**src/sv/ptts_pkg.sv**
```systemverilog
// Shared types and codes for the periodic task table scheduler.
package ptts_pkg;

  // Command codes
  localparam logic [1:0] CMD_TICK     = 2'd0;
  localparam logic [1:0] CMD_ADD      = 2'd1;
  localparam logic [1:0] CMD_DELETE   = 2'd2;
  localparam logic [1:0] CMD_DISPATCH = 2'd3;

  // Result kinds
  localparam logic [2:0] KIND_TICK = 3'd0;
  localparam logic [2:0] KIND_ADD  = 3'd1;
  localparam logic [2:0] KIND_DEL  = 3'd2;
  localparam logic [2:0] KIND_RUN  = 3'd3;
  localparam logic [2:0] KIND_NONE = 3'd4;

  localparam int unsigned MS_W = 32;

  typedef logic [15:0]     handle_t;
  typedef logic [MS_W-1:0] ms_t;
  typedef logic [6:0]      slot_idx_t;
  typedef logic [7:0]      runs_t;

  localparam runs_t RUNS_MAX = 8'hFF;

  // One task slot as stored in the slot memory
  typedef struct packed {
    handle_t handle;
    ms_t     delay;
    ms_t     period;
    runs_t   pending;
  } slot_t;

endpackage

```
**src/sv/ptts_ram.sv**
```systemverilog
// Generic single-port-write, single-port-read RAM with registered read data.
module ptts_ram #(
  parameter int unsigned WIDTH = 8,
  parameter int unsigned DEPTH = 16
) (
  input  logic                                     clk,
  input  logic                                     we,
  input  logic [((DEPTH > 1) ? $clog2(DEPTH) : 1)-1:0] waddr,
  input  logic [WIDTH-1:0]                         wdata,
  input  logic [((DEPTH > 1) ? $clog2(DEPTH) : 1)-1:0] raddr,
  output logic [WIDTH-1:0]                         rdata
);

  logic [WIDTH-1:0] mem [DEPTH];

  // Write port, then the registered read port (a same-address read returns the old data)
  always_ff @(posedge clk) begin
    if (we) begin
      mem[waddr] <= wdata;
    end
    rdata <= mem[raddr];
  end

endmodule

```
**src/sv/ptts_div.sv**
```systemverilog
// Divider by a fixed divisor built from a multiply by its scaled reciprocal.
module ptts_div #(
  parameter int unsigned DIVISOR = 10,
  parameter int unsigned WIDTH   = 32
) (
  input  logic             clk,
  input  logic             rst,
  input  logic             start,
  input  logic [WIDTH-1:0] dividend,
  output logic             done,
  output logic [WIDTH-1:0] quotient
);

  // q = (x * ceil(2^K / DIVISOR)) >> K with K = WIDTH + ceil(log2(DIVISOR)) is exact
  // for every WIDTH-bit x; the reciprocal takes WIDTH+1 bits.
  localparam int unsigned SH   = $clog2(DIVISOR);
  localparam int unsigned K    = WIDTH + SH;
  localparam int unsigned LO_W = (WIDTH + 2) / 2;
  localparam int unsigned HI_W = WIDTH + 1 - LO_W;
  localparam int unsigned PW   = 2 * WIDTH + 1;
  localparam logic [127:0] RECIP_FULL =
    ((128'd1 << K) + 128'(DIVISOR) - 128'd1) / 128'(DIVISOR);
  localparam logic [WIDTH:0]  RECIP    = RECIP_FULL[WIDTH:0];
  localparam logic [LO_W-1:0] RECIP_LO = RECIP[LO_W-1:0];
  localparam logic [HI_W-1:0] RECIP_HI = RECIP[WIDTH:LO_W];

  localparam logic [1:0] P_IDLE = 2'd0;
  localparam logic [1:0] P_MUL  = 2'd1;
  localparam logic [1:0] P_SUM  = 2'd2;

  logic [1:0]            phase;
  logic [WIDTH-1:0]      num;
  logic [WIDTH+LO_W-1:0] prod_lo;
  logic [WIDTH+HI_W-1:0] prod_hi;
  logic [WIDTH-1:0]      quo;

  logic [PW-1:0] prod_sum;
  logic [PW-1:0] prod_shift;

  // Join the two partial products and scale back down
  always_comb begin
    prod_sum   = {prod_hi, {LO_W{1'b0}}} + {{HI_W{1'b0}}, prod_lo};
    prod_shift = prod_sum >> K;
  end

  // Phase sequence and completion pulse
  always_ff @(posedge clk) begin
    if (rst) begin
      phase <= P_IDLE;
      done  <= 1'b0;
    end else begin
      done <= (phase == P_SUM);
      if (start) begin
        phase <= P_MUL;
      end else begin
        case (phase)
          P_MUL:   phase <= P_SUM;
          P_SUM:   phase <= P_IDLE;
          default: phase <= P_IDLE;
        endcase
      end
    end
  end

  // Latch the dividend, multiply in two halves, then sum and shift
  always_ff @(posedge clk) begin
    if (start) begin
      num <= dividend;
    end
    if (phase == P_MUL) begin
      prod_lo <= {{LO_W{1'b0}}, num} * {{WIDTH{1'b0}}, RECIP_LO};
      prod_hi <= {{HI_W{1'b0}}, num} * {{WIDTH{1'b0}}, RECIP_HI};
    end
    if (phase == P_SUM) begin
      quo <= prod_shift[WIDTH-1:0];
    end
  end

  assign quotient = quo;

endmodule

```
**src/sv/periodic_task_table_scheduler.sv**
```systemverilog
// Periodic task table scheduler. Task slots live in one slot memory (one read
// and one write port, registered read) plus a valid bit per slot that reset
// clears, so an unwritten or freed slot reads as empty. Tick and dispatch walk
// every slot with a read-then-modify-write loop (read in RD, update and write
// back in CHK); a stalled result side holds them up. Add converts both times
// to ticks on a shared reciprocal-multiply divider and then searches for the
// lowest free slot with the same loop. Delete clears the valid bit of a named
// slot inside the table when the command is taken. One command is in work at a
// time; a finished result waits in the output register while the next command
// is taken. A dispatch returns one beat per slot with a pending run, in slot
// order, with last set on the final beat, or one empty beat if no slot has a run.
module periodic_task_table_scheduler #(
  parameter int unsigned MAX_TASKS = 16,
  parameter int unsigned TICK_MS   = 10
) (
  input  logic       clk,
  input  logic       rst,
  // command channel
  input  logic       cmd_valid,
  output logic       cmd_stall,
  input  logic [1:0] cmd,
  input  logic [15:0] task_handle,
  input  logic [31:0] delay_ms,
  input  logic [31:0] period_ms,
  input  logic [5:0] slot_id,
  // result channel
  output logic       res_valid,
  input  logic       res_stall,
  output logic [2:0] kind,
  output logic [6:0] slot_index,
  output logic [15:0] run_handle,
  output logic       last
);

  localparam int unsigned SW = (MAX_TASKS > 1) ? $clog2(MAX_TASKS) : 1;
  localparam logic [SW-1:0] LAST_IDX = SW'(MAX_TASKS - 1);

  localparam logic [2:0] S_IDLE = 3'd0;
  localparam logic [2:0] S_DIVD = 3'd1;
  localparam logic [2:0] S_DIVP = 3'd2;
  localparam logic [2:0] S_RD   = 3'd3;
  localparam logic [2:0] S_CHK  = 3'd4;
  localparam logic [2:0] S_OUT  = 3'd5;

  logic [2:0]  state;
  logic [1:0]  op;
  logic [SW-1:0] idx;
  ptts_pkg::handle_t add_handle;
  ptts_pkg::ms_t     add_period_ms;
  ptts_pkg::ms_t     new_delay;
  ptts_pkg::ms_t     new_period;
  logic [MAX_TASKS-1:0] valid;
  logic        valid_rd;
  logic        held_v;
  logic [SW-1:0] held_slot;
  ptts_pkg::handle_t held_handle;
  logic [2:0]  res_kind;
  ptts_pkg::slot_idx_t res_slot;
  ptts_pkg::handle_t   res_handle;

  logic        accept;
  logic        out_free;
  logic        div_start;
  logic        div_done;
  ptts_pkg::ms_t div_in;
  ptts_pkg::ms_t div_q;

  ptts_pkg::slot_t rd_data;
  ptts_pkg::slot_t ent;
  ptts_pkg::slot_t tick_ent;
  ptts_pkg::slot_t disp_ent;
  ptts_pkg::slot_t add_ent;
  ptts_pkg::slot_t wr_data;
  logic        wr_en;
  logic        is_last;
  logic        run_here;
  logic        disp_block;

  logic        push;
  logic [2:0]  push_kind;
  ptts_pkg::slot_idx_t push_slot;
  ptts_pkg::handle_t   push_handle;
  logic        push_last;

  assign cmd_stall = (state != S_IDLE);
  assign accept    = cmd_valid && !cmd_stall;
  assign out_free  = !res_valid || !res_stall;

  // Slot memory
  ptts_ram #(
    .WIDTH ($bits(ptts_pkg::slot_t)),
    .DEPTH (MAX_TASKS)
  ) u_slots (
    .clk   (clk),
    .we    (wr_en),
    .waddr (idx),
    .wdata (wr_data),
    .raddr (idx),
    .rdata (rd_data)
  );

  // Millisecond to tick conversion, shared by delay and period
  assign div_start = (accept && (cmd == ptts_pkg::CMD_ADD)) ||
                     ((state == S_DIVD) && div_done);
  assign div_in    = (state == S_IDLE) ? delay_ms : add_period_ms;

  ptts_div #(
    .DIVISOR (TICK_MS),
    .WIDTH   (ptts_pkg::MS_W)
  ) u_div (
    .clk      (clk),
    .rst      (rst),
    .start    (div_start),
    .dividend (div_in),
    .done     (div_done),
    .quotient (div_q)
  );

  // Slot read back and the per-command updates of it
  always_comb begin
    ent      = valid_rd ? rd_data : '0;
    is_last  = (idx == LAST_IDX);
    run_here = (ent.pending != '0);
    disp_block = run_here && held_v && !out_free;

    tick_ent = ent;
    if (ent.delay == '0) begin
      if (ent.pending != ptts_pkg::RUNS_MAX) begin
        tick_ent.pending = ent.pending + 1'b1;
      end
      if (ent.period != '0) begin
        tick_ent.delay = ent.period;
      end
    end else begin
      tick_ent.delay = ent.delay - 1'b1;
    end

    disp_ent         = ent;
    disp_ent.pending = ent.pending - 1'b1;

    add_ent.handle  = add_handle;
    add_ent.delay   = new_delay;
    add_ent.period  = new_period;
    add_ent.pending = '0;
  end

  // Memory write-back
  always_comb begin
    wr_en   = 1'b0;
    wr_data = ent;
    if (state == S_CHK) begin
      case (op)
        ptts_pkg::CMD_TICK: begin
          wr_en   = (ent.handle != '0);
          wr_data = tick_ent;
        end
        ptts_pkg::CMD_ADD: begin
          wr_en   = (ent.handle == '0);
          wr_data = add_ent;
        end
        ptts_pkg::CMD_DISPATCH: begin
          wr_en   = run_here && !disp_block && (ent.period != '0);
          wr_data = disp_ent;
        end
        default: begin
          wr_en = 1'b0;
        end
      endcase
    end
  end

  // Result beats: earlier dispatch runs from the walk, everything else from OUT
  always_comb begin
    push        = 1'b0;
    push_kind   = res_kind;
    push_slot   = res_slot;
    push_handle = res_handle;
    push_last   = 1'b1;
    if ((state == S_CHK) && (op == ptts_pkg::CMD_DISPATCH) && run_here &&
        held_v && out_free) begin
      push        = 1'b1;
      push_kind   = ptts_pkg::KIND_RUN;
      push_slot   = ptts_pkg::slot_idx_t'(held_slot);
      push_handle = held_handle;
      push_last   = 1'b0;
    end else if ((state == S_OUT) && out_free) begin
      push = 1'b1;
    end
  end

  // Output register
  always_ff @(posedge clk) begin
    if (rst) begin
      res_valid <= 1'b0;
    end else if (push) begin
      res_valid <= 1'b1;
    end else if (!res_stall) begin
      res_valid <= 1'b0;
    end
  end

  always_ff @(posedge clk) begin
    if (push) begin
      kind       <= push_kind;
      slot_index <= push_slot;
      run_handle <= push_handle;
      last       <= push_last;
    end
  end

  // Valid bit of the slot under read, aligned with the memory data
  always_ff @(posedge clk) begin
    valid_rd <= valid[idx];
  end

  // Command sequencer
  always_ff @(posedge clk) begin
    if (rst) begin
      state  <= S_IDLE;
      idx    <= '0;
      valid  <= '0;
      held_v <= 1'b0;
    end else begin
      case (state)
        S_IDLE: begin
          if (accept) begin
            op     <= cmd;
            idx    <= '0;
            held_v <= 1'b0;
            case (cmd)
              ptts_pkg::CMD_ADD: begin
                add_handle    <= task_handle;
                add_period_ms <= period_ms;
                state         <= S_DIVD;
              end
              ptts_pkg::CMD_DELETE: begin
                if (ptts_pkg::slot_idx_t'(slot_id) < ptts_pkg::slot_idx_t'(MAX_TASKS)) begin
                  valid[slot_id[SW-1:0]] <= 1'b0;
                end
                res_kind   <= ptts_pkg::KIND_DEL;
                res_slot   <= ptts_pkg::slot_idx_t'(slot_id);
                res_handle <= '0;
                state      <= S_OUT;
              end
              ptts_pkg::CMD_TICK, ptts_pkg::CMD_DISPATCH: begin
                state <= S_RD;
              end
              default: begin
                state <= S_IDLE;
              end
            endcase
          end
        end
        S_DIVD: begin
          if (div_done) begin
            new_delay <= div_q;
            state     <= S_DIVP;
          end
        end
        S_DIVP: begin
          if (div_done) begin
            new_period <= div_q;
            state      <= S_RD;
          end
        end
        S_RD: begin
          state <= S_CHK;
        end
        S_CHK: begin
          case (op)
            ptts_pkg::CMD_TICK: begin
              if (is_last) begin
                res_kind   <= ptts_pkg::KIND_TICK;
                res_slot   <= '0;
                res_handle <= '0;
                state      <= S_OUT;
              end else begin
                idx   <= idx + 1'b1;
                state <= S_RD;
              end
            end
            ptts_pkg::CMD_ADD: begin
              if (ent.handle == '0) begin
                valid[idx] <= 1'b1;
                res_kind   <= ptts_pkg::KIND_ADD;
                res_slot   <= ptts_pkg::slot_idx_t'(idx);
                res_handle <= '0;
                state      <= S_OUT;
              end else if (is_last) begin
                res_kind   <= ptts_pkg::KIND_ADD;
                res_slot   <= ptts_pkg::slot_idx_t'(MAX_TASKS);
                res_handle <= '0;
                state      <= S_OUT;
              end else begin
                idx   <= idx + 1'b1;
                state <= S_RD;
              end
            end
            ptts_pkg::CMD_DISPATCH: begin
              // hold this slot until the earlier run can go out
              if (!disp_block) begin
                if (run_here) begin
                  held_v      <= 1'b1;
                  held_slot   <= idx;
                  held_handle <= ent.handle;
                  if (ent.period == '0) begin
                    valid[idx] <= 1'b0;
                  end
                end
                if (is_last) begin
                  if (run_here) begin
                    res_kind   <= ptts_pkg::KIND_RUN;
                    res_slot   <= ptts_pkg::slot_idx_t'(idx);
                    res_handle <= ent.handle;
                  end else if (held_v) begin
                    res_kind   <= ptts_pkg::KIND_RUN;
                    res_slot   <= ptts_pkg::slot_idx_t'(held_slot);
                    res_handle <= held_handle;
                  end else begin
                    res_kind   <= ptts_pkg::KIND_NONE;
                    res_slot   <= '0;
                    res_handle <= '0;
                  end
                  state <= S_OUT;
                end else begin
                  idx   <= idx + 1'b1;
                  state <= S_RD;
                end
              end
            end
            default: begin
              state <= S_IDLE;
            end
          endcase
        end
        S_OUT: begin
          if (out_free) begin
            state <= S_IDLE;
          end
        end
        default: begin
          state <= S_IDLE;
        end
      endcase
    end
  end

endmodule

```
**config.mk**
```make
export PLATFORM = sky130hd
export DESIGN_NAME = periodic_task_table_scheduler
export DESIGN_NICKNAME = d
export VERILOG_FILES = /design/src/sv/ptts_pkg.sv /design/src/sv/ptts_ram.sv /design/src/sv/ptts_div.sv /design/src/sv/periodic_task_table_scheduler.sv
export SDC_FILE = /design/constraint.sdc
export NUM_CORES = 2
export LEC_CHECK = 0
export BUFFER_PORTS_ARGS = -buffer_cell sky130_fd_sc_hd__buf_4
export CAP_MARGIN = 25
export CORE_MARGIN = 3
export CORE_UTILIZATION = 30
export CTS_CLUSTER_DIAMETER = 80
export DETAILED_ROUTE_END_ITERATION = 8
export MAX_ROUTING_LAYER = met4
export PLACE_DENSITY = 0.46
export SKIP_LAST_GASP = 1
export SLEW_MARGIN = 20
export SYNTH_ARGS = -nofsm -noshare
export SYNTH_HDL_FRONTEND = slang
export SYNTH_SLANG_ARGS = --single-unit
```
**constraint.sdc**
```tcl
create_clock -name clk -period 11.6 [get_ports clk]
set_input_delay 2.32 -clock clk [delete_from_list [all_inputs] [get_ports clk]]
set_output_delay 2.32 -clock clk [all_outputs]
set_load 0.02 [all_outputs]
```
==> impl_metrics.env <==
export IMPL_rr_startpoint="u_div.num[10]"
export IMPL_synth_most_common_cell="edfxtp_1"
export IMPL_clk_latency_ns=0.87
export IMPL_dp_final_hpwl_mm=140.9
export IMPL_synth_area_sq_mm=0.08555
export IMPL_grt_first_pass_wirelength_mm=341.6
export IMPL_ys_warn_count=0
export IMPL_cts_num_sinks=1841
export IMPL_place_congestion=0.8248
export IMPL_grt_busiest_layer="met2"
export IMPL_ys_seq_area_share_pct=63.25
export IMPL_clock_root_buffer="clkbuf_16"
export IMPL_finClkSkew_ns=0.1020
export IMPL_fin_crit_sh_pct=59.40
export IMPL_drtAntennaViolNets=0
export IMPL_vias=45790
export IMPL_synth_largest_area_cell="edfxtp_1"
export IMPL_met3_usage_pct=1.811
export IMPL_numCtsBuffers=207
export IMPL_cts_tree="done"
export IMPL_tightest_slew_ns=1.091
export IMPL_synth_edf_count=1724
export IMPL_synthArstFlopShare_pct=0
export IMPL_arrival_ns=7.44
export IMPL_initial_core_util_pct=30.23
export IMPL_use_met2_pct=26.64
export IMPL_worstHoldStart="u_div.quotient[18]"
export IMPL_syn_num_nets=5797
export IMPL_hp_class="flop to flop"
export IMPL_ctsHoldBuffers=0
export IMPL_max_clock_path_buffers=4
export IMPL_post_route_min_period_ns=6.891
export IMPL_grt_pass1_vias=48250
export IMPL_critPathMaxFanout=10
export IMPL_syn_avg_cell_area_sq_um=16.77
export IMPL_die_area_sq_mm=0.2916
export IMPL_fmax_ghz=0.1451
export IMPL_route_detailed_drc=0
export IMPL_crit_start="u_div.num[10]"
export IMPL_synth_top_cell_area_share_pct=60.51
export IMPL_cts_setup_buffers=0
export IMPL_die_w_um=540.0
export IMPL_synth_top_family_by_area="multiplexers"
export IMPL_drive_above_1_share_pct=19.19
export IMPL_place_port_buffers=119
export IMPL_syn_instance_count=5103
export IMPL_hold_violations=0
export IMPL_ys_flop_type="edfxtp_1"
export IMPL_area_growth_pct=14.69
export IMPL_clock_tree_htree_level_count=4
export IMPL_fp_dieH_um=540.0
export IMPL_initialDrtViolationCount=3477
export IMPL_clk_pin_slew_worst_paths_ns=0.06
export IMPL_critPathRequiredTime_ns=12.15
export IMPL_slew_headroom_pct=27.25
export IMPL_endpoint_kind="flop"
export IMPL_boundaryPins=121
export IMPL_synth_compound_area_share_pct=5.222
export IMPL_fin_tns_setup_ns=0
export IMPL_drtPass1Iterations=7
export IMPL_cp_start_kind="flop"
export IMPL_nFillCells=26990
export IMPL_cap_violations=0
export IMPL_grt_max_degree=89
export IMPL_antenna_found_initial=6
export IMPL_slew_viol_final=0
export IMPL_rows=195
export IMPL_status="finished, final reports clean"
export IMPL_routed_wl_mm=232.4
export IMPL_ys_ff_latch=1841
export IMPL_synthSimpleGateAreaFrac_pct=3.737
export IMPL_place_ws_ns=4.677
export IMPL_crit_type="flop to flop"
export IMPL_layout_setup_ws_ns=4.709
export IMPL_grt_overflow_total=0
export IMPL_grt_usage_pct=16.22
export IMPL_grtUsageMet1_pct=21.80
export IMPL_rsz0062_at_grt="no"
export IMPL_synth_cells_most_frequent="1724 x edfxtp_1, 487 x inv_1, 445 x mux4_2, 325 x ha_1, 277 x fa_1"
export IMPL_drt_wirelength_per_cell_um=25.11
export IMPL_via_per_inst=4.947
export IMPL_synth_cell_types=85
export IMPL_coreArea_sq_mm=0.2830
export IMPL_post_cts_resized=0
export IMPL_yosys_top_cells_area="edfxtp_1 61%, mux4_2 12%, fa_1 6.5%, ha_1 4.8%, dfxtp_1 2.7%"
export IMPL_synth_xor_area_share_pct=1.310
export IMPL_setup_viol_count_final=0
export IMPL_synthAdderAreaFrac_pct=11.23
export IMPL_muxShareOfSynthArea_pct=12.20
export IMPL_nNetsFinal=6035
-- kinds of logic (layout without fill, tap and decap cells) --
kind of cell,Yosys count,count (layout)
multiplexers,484,484
XOR/XNOR,128,128
flip-flops,1841,1841
AND/OR/NAND/NOR,677,677
adder cells (fa/ha/maj),602,602
other,1,5
AO/OA/AOI/OAI,680,680
buffers and inverters,690,1096
-- layout make-up --
type / instances / area [sq um] / area share (%)
sequential: 1841 / 54130 / 55.17
multi-input combinational: 2572 / 29100 / 29.66
clock buffer: 276 / 5673 / 5.781
tap: 3743 / 4683 / 4.773
timing repair buffer: 231 / 1839 / 1.874
inverter: 488 / 1832 / 1.867
clock inverter: 101 / 852.1 / 0.8684
antenna: 4 / 10.01 / 0.01020
-- layout by cell type (no fill, tap or decap), drive strengths merged, types with 27 or more instances in the layout --
cell type  instances
edfxtp          1724
inv              496
mux4             445
ha               325
fa               277
clkbuf           277
nand2            274
buf              230
a21oi            186
o21ai            155
nor2             137
dfxtp            117
clkinv            77
xor2              64
xnor2             64
a21o              57
nand3             48
a22o              46
and2              37
o211ai            36
nor3              33
a22oi             27
-- worst paths after layout --
path                       end  slack, ns  cells after the start
max          u_div.prod_lo[44]       4.71                     21
min              new_delay[18]       0.43                      0
max reg2reg  u_div.prod_lo[44]       4.71                     21
min reg2reg      new_delay[18]       0.43                      0
-- registers in the layout, summed over array words and instances (netlist names), 4 cells and up, named ones only --
name,cells
add_handle,16
add_period_ms,32
held_handle,16
held_slot,4
idx,4
new_delay,29
new_period,29
res_handle,16
res_slot,6
run_handle,16
slot_index,6
u_div.num,32
u_div.prod_hi,45
u_div.prod_lo,31
u_div.quotient,29
u_slots.mem,1408
u_slots.rdata,88
-- per-stage QoR --
| step | instance area [sq um] | std cells | hold WS (ns) | utilization [%] |
|---|---|---|---|---|
| 6_report | 98120 | 9256 | 0.4270 | 34.67 |
| 5_1_grt | 98120 | 9256 | 0.4366 | 34.67 |
| 4_1_cts | 98070 | 9250 | 0.4222 | 34.65 |
| 3_5_place_dp | 91550 | 8873 | 0.4639 | 32.35 |
| 3_3_place_gp | 91490 | 8868 | 0.4327 | 32.32 |
| 2_1_floorplan | 85550 | 5103 | 0.4064 | - |
-- critical path, stage by stage, from the launching register on --
cell and delay [ns]:
edfxtp_1 0.65, ha_1 0.52, ha_1 0.19, inv_1 0.06, fa_1 0.50, fa_1 0.57, inv_1 0.06, fa_1 0.47
inv_1 0.05, fa_1 0.47, inv_1 0.04, ha_1 0.28, nand4_1 0.13, a211oi_1 0.06, a211oi_1 0.72, or3_1 0.25
a21oi_1 0.07, buf_4 0.17, a21o_1 0.23, a2111oi_1 0.74, o21bai_1 0.19, xor2_1 0.17
-- per-layer routing --
layer | wire length [um] | vias up | part of all wire (%)
li1 | - | 20100 | -
met1 | 104900 | 24280 | 45
met2 | 113900 | 1104 | 49
met3 | 8960 | 306 | 3.9
met4 | 4672 | 0 | 2.0
met5 | 0 | - | 0
Power is left out: the tool's default activity adds up to more than one toggle a clock period on the data nets, which glitch-free logic cannot reach.
